[config.mk]
export PLATFORM = sky130hd
export DESIGN_NAME = nearest_value_request_scheduler
export DESIGN_NICKNAME = d
export VERILOG_FILES = /design/src/sv/nvrs_pkg.sv /design/src/sv/nearest_value_request_scheduler.sv /design/src/sv/nvrs_cell.sv
export SDC_FILE = /design/constraint.sdc
export NUM_CORES = 2
export LEC_CHECK = 0
export ABC_CLOCK_PERIOD_IN_PS = 28100
export BUFFER_PORTS_ARGS = -buffer_cell sky130_fd_sc_hd__buf_2
export CORE_UTILIZATION = 47
export DETAILED_ROUTE_END_ITERATION = 10
export GPL_TIMING_DRIVEN = 0
export PLACE_DENSITY = 0.72
export RECOVER_POWER = 100
export SKIP_LAST_GASP = 1
export SLEW_MARGIN = 20
export SYNTH_ARGS = -nofsm -noshare
export SYNTH_HDL_FRONTEND = slang
export SYNTH_SLANG_ARGS = --single-unit
[constraint.sdc]
create_clock -name clock -period 28.1 [get_ports clock]
set_input_delay 0 -clock clock [delete_from_list [all_inputs] [get_ports clock]]
set_output_delay 0 -clock clock [all_outputs]
set_load 0.02 [all_outputs]
[src/sv/nvrs_pkg.sv]
// Shared types and constants of the nearest-value request scheduler.
// Used by nvrs_cell and nearest_value_request_scheduler; depends on nothing.
package nvrs_pkg;

   localparam int SLOTS_DEF     = 16;
   localparam int REQ_COUNT_DEF = 16;

   localparam int OPCODE_W = 2;
   localparam int OWNER_W  = 4;
   localparam int VALUE_W  = 10;
   localparam int STATUS_W = 2;
   localparam int SIZE_W   = 5;
   localparam int DIST_W   = 11;
   localparam int LAST_W   = 11;
   // Slot index width for the largest supported board of 256 slots.
   localparam int IDX_W    = 8;

   localparam logic [OPCODE_W-1:0] OP_POST  = 2'd0;
   localparam logic [OPCODE_W-1:0] OP_JOIN  = 2'd1;
   localparam logic [OPCODE_W-1:0] OP_LEAVE = 2'd2;

   localparam logic [STATUS_W-1:0] STAT_OK     = 2'd0;
   localparam logic [STATUS_W-1:0] STAT_RANGE  = 2'd1;
   localparam logic [STATUS_W-1:0] STAT_FULL   = 2'd2;
   localparam logic [STATUS_W-1:0] STAT_CLOSED = 2'd3;

   localparam logic [VALUE_W-1:0]       VALUE_LIMIT = 10'd1000;
   localparam logic [DIST_W-1:0]        DIST_START  = 11'd1005;
   localparam logic signed [LAST_W-1:0] LAST_RESET  = -11'sd1;
   localparam logic [SIZE_W-1:0]        SIZE_RESET  = 5'd16;

   // Token that walks the slot chain: it carries a pending post and the
   // best candidate found so far.
   typedef struct packed {
      logic               active;
      logic               pending;
      logic [VALUE_W-1:0] value;
      logic [OWNER_W-1:0] owner;
      logic               free_seen;
      logic               found;
      logic [DIST_W-1:0]  best_dist;
      logic [IDX_W-1:0]   best_idx;
      logic [VALUE_W-1:0] best_value;
      logic [OWNER_W-1:0] best_owner;
   } sweep_type;

   typedef struct packed {
      logic             en;
      logic [IDX_W-1:0] idx;
   } clear_type;

endpackage

[src/sv/nearest_value_request_scheduler.sv]
// Top level of the nearest-value request scheduler: control, counters and the slot chain.
// Depends on nvrs_pkg and nvrs_cell.
//
// Each event (post, join, leave) is taken on start while busy is low and gives
// exactly one result beat on rsp_valid, registered after the token leaves the slot
// chain. The token walks the cells one slot per cycle, placing a pending post in
// the first free slot and picking the request nearest the last served value on
// the way. Busy stays high from the event until the cycle in which its result
// beat is shown, and a new event may be started in that cycle. The result beat
// cannot be held off. Board size writes are taken while busy is low.
module nearest_value_request_scheduler #(
   parameter int SLOTS           = nvrs_pkg::SLOTS_DEF,
   parameter int REQUESTER_COUNT = nvrs_pkg::REQ_COUNT_DEF
) (
   input  logic                             clock,
   input  logic                             reset,
   input  logic                             start,
   output logic                             busy,
   input  logic [nvrs_pkg::OPCODE_W-1:0]    req_opcode,
   input  logic [nvrs_pkg::OWNER_W-1:0]     req_requester,
   input  logic [nvrs_pkg::VALUE_W-1:0]     req_value,
   output logic                             rsp_valid,
   output logic [nvrs_pkg::STATUS_W-1:0]    rsp_status,
   output logic                             rsp_served,
   output logic [nvrs_pkg::OWNER_W-1:0]     rsp_served_requester,
   output logic [nvrs_pkg::VALUE_W-1:0]     rsp_served_value,
   input  logic                             csr_valid,
   output logic                             csr_ready,
   input  logic [nvrs_pkg::SIZE_W-1:0]      csr_data
);
   import nvrs_pkg::*;

   localparam int OccW = $clog2(SLOTS + 1);
   localparam int ActW = $clog2(REQUESTER_COUNT + 1);

   typedef enum logic {S_IDLE, S_SWEEP} state_type;

   state_type                state_ff;
   logic [SIZE_W-1:0]        board_size_ff;
   logic [OccW-1:0]          occ_ff;
   logic [ActW-1:0]          act_ff;
   logic signed [LAST_W-1:0] last_ff;
   logic                     closed_ff;
   logic                     post_ok_ff;
   logic [STATUS_W-1:0]      status_ff;
   sweep_type                head_ff;
   logic                     rsp_valid_ff;
   logic [STATUS_W-1:0]      rsp_status_ff;
   logic                     rsp_served_ff;
   logic [OWNER_W-1:0]       rsp_owner_ff;
   logic [VALUE_W-1:0]       rsp_value_ff;

   sweep_type                chain [SLOTS+1];
   logic [SLOTS-1:0]         in_range;
   logic [SLOTS:0]           token_vec;
   clear_type                clear;

   logic                     accept;
   logic [STATUS_W-1:0]      acc_status;
   logic                     acc_post_ok;
   logic [ActW-1:0]          act_in;
   logic                     closed_in;

   sweep_type                tail;
   logic                     done;
   logic                     placed;
   logic [OccW-1:0]          occ_new;
   logic                     serve;

   assign busy      = (state_ff != S_IDLE);
   assign accept    = start && !busy;
   assign csr_ready = !busy;

   // Event decode: everything but the slot placement and the serve decision is settled here.
   always_comb begin
      acc_status  = STAT_CLOSED;
      acc_post_ok = 1'b0;
      act_in      = act_ff;
      closed_in   = closed_ff;
      case (req_opcode)
         OP_POST: begin
            if (closed_ff || act_ff == '0) begin
               acc_status = STAT_CLOSED;
            end else if (req_value >= VALUE_LIMIT) begin
               acc_status = STAT_RANGE;
            end else begin
               acc_status  = STAT_OK;
               acc_post_ok = 1'b1;
            end
         end
         OP_JOIN: begin
            if (closed_ff) begin
               acc_status = STAT_CLOSED;
            end else if (act_ff >= ActW'(REQUESTER_COUNT)) begin
               acc_status = STAT_FULL;
            end else begin
               acc_status = STAT_OK;
               act_in     = act_ff + ActW'(1);
            end
         end
         OP_LEAVE: begin
            if (closed_ff || act_ff == '0) begin
               acc_status = STAT_CLOSED;
            end else begin
               acc_status = STAT_OK;
               act_in     = act_ff - ActW'(1);
               closed_in  = (act_ff == ActW'(1));
            end
         end
         default: begin
            acc_status = STAT_CLOSED;
         end
      endcase
   end

   assign chain[0] = head_ff;

   for (genvar i = 0; i < SLOTS; i++) begin : g_slot
      // A board size of zero acts as one slot; sizes beyond SLOTS cover all.
      assign in_range[i]  = (i == 0) || (32'(board_size_ff) > i);
      assign token_vec[i] = chain[i].active;
      nvrs_cell #(
         .Index (i)
      ) u_cell (
         .clock       (clock),
         .reset       (reset),
         .sweep_i     (chain[i]),
         .sweep_o     (chain[i+1]),
         .in_range    (in_range[i]),
         .last_served (last_ff),
         .clear       (clear)
      );
   end
   assign token_vec[SLOTS] = chain[SLOTS].active;

   // The token leaving the last cell carries the serve decision inputs.
   assign tail    = chain[SLOTS];
   assign done    = (state_ff == S_SWEEP) && tail.active;
   assign placed  = post_ok_ff && !tail.pending;
   assign occ_new = occ_ff + OccW'(placed);
   assign serve   = !closed_ff && (occ_new != '0) && tail.found &&
                    (!tail.free_seen || 32'(occ_new) == 32'(act_ff));

   assign clear.en  = done && serve;
   assign clear.idx = tail.best_idx;

   always_ff @(posedge clock) begin
      if (reset) begin
         state_ff       <= S_IDLE;
         board_size_ff  <= SIZE_RESET;
         occ_ff         <= '0;
         act_ff         <= '0;
         last_ff        <= LAST_RESET;
         closed_ff      <= 1'b0;
         head_ff.active <= 1'b0;
         rsp_valid_ff   <= 1'b0;
      end else begin
         head_ff.active <= accept;
         rsp_valid_ff   <= done;
         if (csr_valid && csr_ready) begin
            board_size_ff <= csr_data;
         end
         case (state_ff)
            S_IDLE: begin
               if (accept) begin
                  state_ff   <= S_SWEEP;
                  act_ff     <= act_in;
                  closed_ff  <= closed_in;
                  post_ok_ff <= acc_post_ok;
                  status_ff  <= acc_status;
                  head_ff.pending    <= acc_post_ok;
                  head_ff.value      <= req_value;
                  head_ff.owner      <= req_requester;
                  head_ff.free_seen  <= 1'b0;
                  head_ff.found      <= 1'b0;
                  head_ff.best_dist  <= DIST_START;
                  head_ff.best_idx   <= '0;
                  head_ff.best_value <= '0;
                  head_ff.best_owner <= '0;
               end
            end
            S_SWEEP: begin
               if (done) begin
                  state_ff      <= S_IDLE;
                  rsp_status_ff <= (post_ok_ff && tail.pending) ? STAT_FULL : status_ff;
                  rsp_served_ff <= serve;
                  if (serve) begin
                     occ_ff       <= occ_new - OccW'(1);
                     last_ff      <= $signed({1'b0, tail.best_value});
                     rsp_owner_ff <= tail.best_owner;
                     rsp_value_ff <= tail.best_value;
                  end else begin
                     occ_ff       <= occ_new;
                     rsp_owner_ff <= '0;
                     rsp_value_ff <= '0;
                  end
               end
            end
            default: begin
               state_ff <= S_IDLE;
            end
         endcase
      end
   end

   assign rsp_valid            = rsp_valid_ff;
   assign rsp_status           = rsp_status_ff;
   assign rsp_served           = rsp_served_ff;
   assign rsp_served_requester = rsp_owner_ff;
   assign rsp_served_value     = rsp_value_ff;

   // An accepted event yields its result beat after the full chain walk.
   a_result_latency : assert property (@(posedge clock) disable iff (reset)
      accept |-> ##(SLOTS + 2) rsp_valid)
      else $error("result beat missing after chain walk");

   // Only one token walks the chain at a time.
   a_single_token : assert property (@(posedge clock) disable iff (reset)
      $onehot0(token_vec))
      else $error("more than one sweep token in the chain");

   // A served beat leaves its value as the new last served value.
   a_last_tracks : assert property (@(posedge clock) disable iff (reset)
      rsp_valid && rsp_served |-> last_ff == $signed({1'b0, rsp_served_value}))
      else $error("last served value does not match served beat");

   // A closed board never serves.
   a_closed_quiet : assert property (@(posedge clock) disable iff (reset)
      rsp_valid |-> !(rsp_served && closed_ff))
      else $error("serve reported on a closed board");

endmodule

[src/sv/nvrs_cell.sv]
// One board slot of the scheduler: holds a request and updates the sweep token.
// Depends on nvrs_pkg.
module nvrs_cell #(
   parameter int Index = 0
) (
   input  logic                               clock,
   input  logic                               reset,
   input  nvrs_pkg::sweep_type                sweep_i,
   output nvrs_pkg::sweep_type                sweep_o,
   input  logic                               in_range,
   input  logic signed [nvrs_pkg::LAST_W-1:0] last_served,
   input  nvrs_pkg::clear_type                clear
);
   import nvrs_pkg::*;

   logic               valid_ff;
   logic [VALUE_W-1:0] value_ff;
   logic [OWNER_W-1:0] owner_ff;
   sweep_type          sweep_ff, sweep_in;

   logic               take;
   logic               valid_now;
   logic [VALUE_W-1:0] value_now;
   logic [OWNER_W-1:0] owner_now;
   logic signed [LAST_W:0] diff;
   logic [DIST_W-1:0]  gap;
   logic               better;

   // A pending post lands in the first free in-range slot the token meets.
   assign take      = sweep_i.active && sweep_i.pending && in_range && !valid_ff;
   assign valid_now = valid_ff || take;
   assign value_now = take ? sweep_i.value : value_ff;
   assign owner_now = take ? sweep_i.owner : owner_ff;

   assign diff = $signed({2'b00, value_now}) - $signed({last_served[LAST_W-1], last_served});
   assign gap  = diff[LAST_W] ? DIST_W'(-diff) : DIST_W'(diff);

   // Strict compare keeps the lowest slot on a tie.
   assign better = in_range && valid_now && (gap < sweep_i.best_dist);

   always_comb begin
      sweep_in           = sweep_i;
      sweep_in.pending   = sweep_i.pending && !take;
      sweep_in.free_seen = sweep_i.free_seen || (in_range && !valid_now);
      if (better) begin
         sweep_in.found      = 1'b1;
         sweep_in.best_dist  = gap;
         sweep_in.best_idx   = IDX_W'(Index);
         sweep_in.best_value = value_now;
         sweep_in.best_owner = owner_now;
      end
   end

   always_ff @(posedge clock) begin
      if (reset) begin
         sweep_ff.active <= 1'b0;
         valid_ff        <= 1'b0;
      end else begin
         sweep_ff <= sweep_in;
         if (take) begin
            valid_ff <= 1'b1;
         end else if (clear.en && clear.idx == IDX_W'(Index)) begin
            valid_ff <= 1'b0;
         end
      end
   end

   always_ff @(posedge clock) begin
      if (take) begin
         value_ff <= sweep_i.value;
         owner_ff <= sweep_i.owner;
      end
   end

   assign sweep_o = sweep_ff;

endmodule

==> flow_metrics.tcl <==
set metrics [dict create \
    drt-initial-drc-count 2801 \
    cts_made_buffers 102 \
    yosys_warnings 0 \
    fin_skew_ns 0.0221 \
    violations "capacitance limit, slew limit" \
    fmax_ghz 0.0895 \
    max_cap_violations 21 \
    num_rows 122 \
    coreArea_um2 111000 \
    synth_flop_cell "edfxtp_1" \
    syn_nets 4718 \
    drive_gt1_share_pct 11.2 \
    vdd_ir_drop_max_v 0.0000633 \
    final_util_pct 53.0 \
    netlist_instances 4340 \
    synth_seq_area_share_pct 52.8 \
    dieArea_um2 113000 \
    synth_compound_area_share_pct 10.8 \
    synthMostInstantiatedCell "edfxtp_1" \
    setup-violations-final 0 \
    clock-sinks 1016 \
    remaining_drc_errors 0 \
    crit_path_end_kind "flip-flop" \
    status "complete, but fails checks" \
    crit_fanout 53 \
    cts_root_buf "clkbuf_16" \
    fin_worst_hold_slack_ns 0.0739 \
    grt_pass1_vias 33400 \
    first_pass_iters 6 \
    p_leak_nw 23.6 \
    insertion_delay_ns 0.69 \
    wl_per_cell_um 21.1 \
    synthDominantCellAreaShare_pct 41.9 \
    worst_slew_pin_slew_ns 3.02 \
    crit_path_start_kind "input pin" \
    drt_wl_total_um 129000 \
    io_buffers 43 \
    vias_per_cell 5.66 \
    grt_use_total_pct 22.8 \
    pwr_density_cell_nw_per_um2 59.6 \
    synth-async-reset-ratio_pct 0 \
    yosys.area.top_type "edfxtp_1" \
    cp.arrival_ns 11.41 \
    gp_congestion 0.905 \
    vias 34600 \
    synth_adder_area_share_pct 8.67 \
    grt_first_pass_wirelength_um 196000 \
    synth_top_family_by_area "multiplexers" \
    cp_data_required_time_ns 28.34 \
    r2r-start "board_size_ff[3]" \
    post_cts_buffers 0 \
    worstSetupStartpoint "reset" \
    fin_crit_ns 11.18 \
    area_delta_synth_final_pct 11.9 \
    dp_hpwl_um 97200 \
    synth_mux_area_share_pct 11.2 \
    regToRegSetupSlack_ns 18.15 \
    timing_worst_setup_path_type "in2reg" \
    start_util_pct 47.3 \
    overflow 0 \
    path_clk_slew_ns 0.06 \
    finalHoldViolCount 0 \
    period_share_pct 39.8 \
    nNetsFinal 4924 \
    rsz0062_at_grt "false" \
    synth_area_leaders "edfxtp_1, dfxtp_1, mux2_2" \
    antenna_found_initial 2 \
    yosys.area_share.simple_pct 10.2 \
    synth-xor-area-share_pct 3.62 \
    ios 45 \
    pre_cts_slack_ns 19.67 \
    ant_nets 0 \
    cts_tree "yes" \
    hp-class "in2reg" \
    slew_headroom_pct -101 \
    synthDistinctLibCells 92 \
    fill_cells 9388 \
    clk_path_buf_depth 3 \
    syn_area_um2 52300 \
    fp.dieH_um 336 \
    setup_ws_ns 16.92 \
    synth-seq-cells 1016 \
    synth-edff-count 730 \
    cts-htree-levels 3 \
    drv_slew 786 \
    cts_resized 0 \
    grt_max_degree 58 \
    synthTopCellsByCount "edfxtp_1, mux2_2, ha_1, dfxtp_1, nor2_1" \
    die_w_um 336 \
    syn_area_per_cell_um2 12.1 \
    min_from "req_value[7]" \
]
path summary, 6_finish.rpt:
check | to | cells past startpoint
worst max-delay path | g_slot[6].u_cell.sweep_o[15] | 9
worst min-delay path | chain[862] | 2
worst max register to register | g_slot[1].u_cell.sweep_o[11] | 26
worst min register to register | g_slot[14].u_cell.sweep_o[37] | 0
worst max-delay path: stages:
cell and delay (ns):
dlygate4sd3_1 0.60, clkbuf_1 0.29, inv_1 0.26, clkbuf_1 1.21
clkbuf_1 1.36, clkbuf_1 1.67, clkbuf_1 1.86, clkbuf_1 2.08
clkbuf_1 1.95
cells in the final DEF, fill, tap and decap left out, drive strengths merged, types with 28 or more instances in the layout:
master,count
clkbuf,297
nor2,252
dlygate4sd3,35
xor2,76
a211oi,28
a21o,57
edfxtp,730
a21oi,138
ha,337
mux2i,45
o21a,89
and2,52
dfxtp,286
xnor2,140
nand3,76
buf,34
o31a,30
inv,253
or2,45
o21ai,177
nand2,219
nand2b,45
o31ai,35
or3,45
nor2b,102
nor3,75
o211ai,41
a31oi,29
mux2,479
layer usage:
| metal | track usage, % | share of wire, % |
|---|---|---|
| met3 | 2.85 | 4.9 |
| met1 | 29.4 | 43 |
| met2 | 39.1 | 48 |
| met4 | 8.63 | 4.1 |
| met5 | 0 | 0.011 |
sequential cells by signal, indices dropped and copies added, names as in the netlist:
signal,cells
closed_ff,1
g_slot.u_cell.value_ff,160
board_size_ff,5
last_ff,11
rsp_valid,1
act_ff,5
g_slot.u_cell.sweep_o,712
rsp_served_requester,4
rsp_served,1
g_slot.u_cell.valid_ff,16
rsp_served_value,10
status_ff,2
occ_ff,5
g_slot.u_cell.owner_ff,64
chain,16
rsp_status,2
busy,1
stage by stage:
step	power [mW]	area (µm²)	setup TNS, ns	instances
6_report	3.49	58500	0	6123
5_1_grt	3.61	58500	0	6122
4_1_cts	3.52	59000	0	6122
3_5_place_dp	2.06	55000	0	5895
3_3_place_gp	2.10	54400	-231.67	5871
2_1_floorplan	2.00	52300	0	4340
power breakdown:
part	total, mW	internal [mW]	switching (mW)	leakage, nW
clock	1.46	0.870	0.590	1.76
sequential	1.74	1.70	0.0361	9.40
combinational	0.292	0.116	0.176	12.4
total	3.49	2.69	0.802	23.6
logic make-up after synthesis:
| kind of cell | count (synthesis) |
|---|---|
| other cells | 1 |
| flops | 1016 |
| xor+xnor | 216 |
| simple gates | 1045 |
| fa+ha+maj | 353 |
| mux | 524 |
| buf+inv | 367 |
| compound gates | 818 |
what timing repair did:
item | 4_1_cts | 5_1_grt
endpoints found under the setup margin | 0 | 0
hold buffers | 35 | 0
hold endpoints to repair | 28 | 0
final cells by class:
class	count	area (µm²)	share of cell area, %
Buffer	117	467	0.797
Clock inverter	44	677	1.16
Timing Repair Buffer	102	752	1.28
Sequential cell	1016	27700	47.2
Antenna cell	1	2.50	0.00427
Inverter	250	938	1.60
Tap cell	1488	1860	3.18
Clock buffer	148	2970	5.07
Multi-Input combinational cell	2957	23200	39.7
No activity file was read; power rests on OpenSTA's default activity.
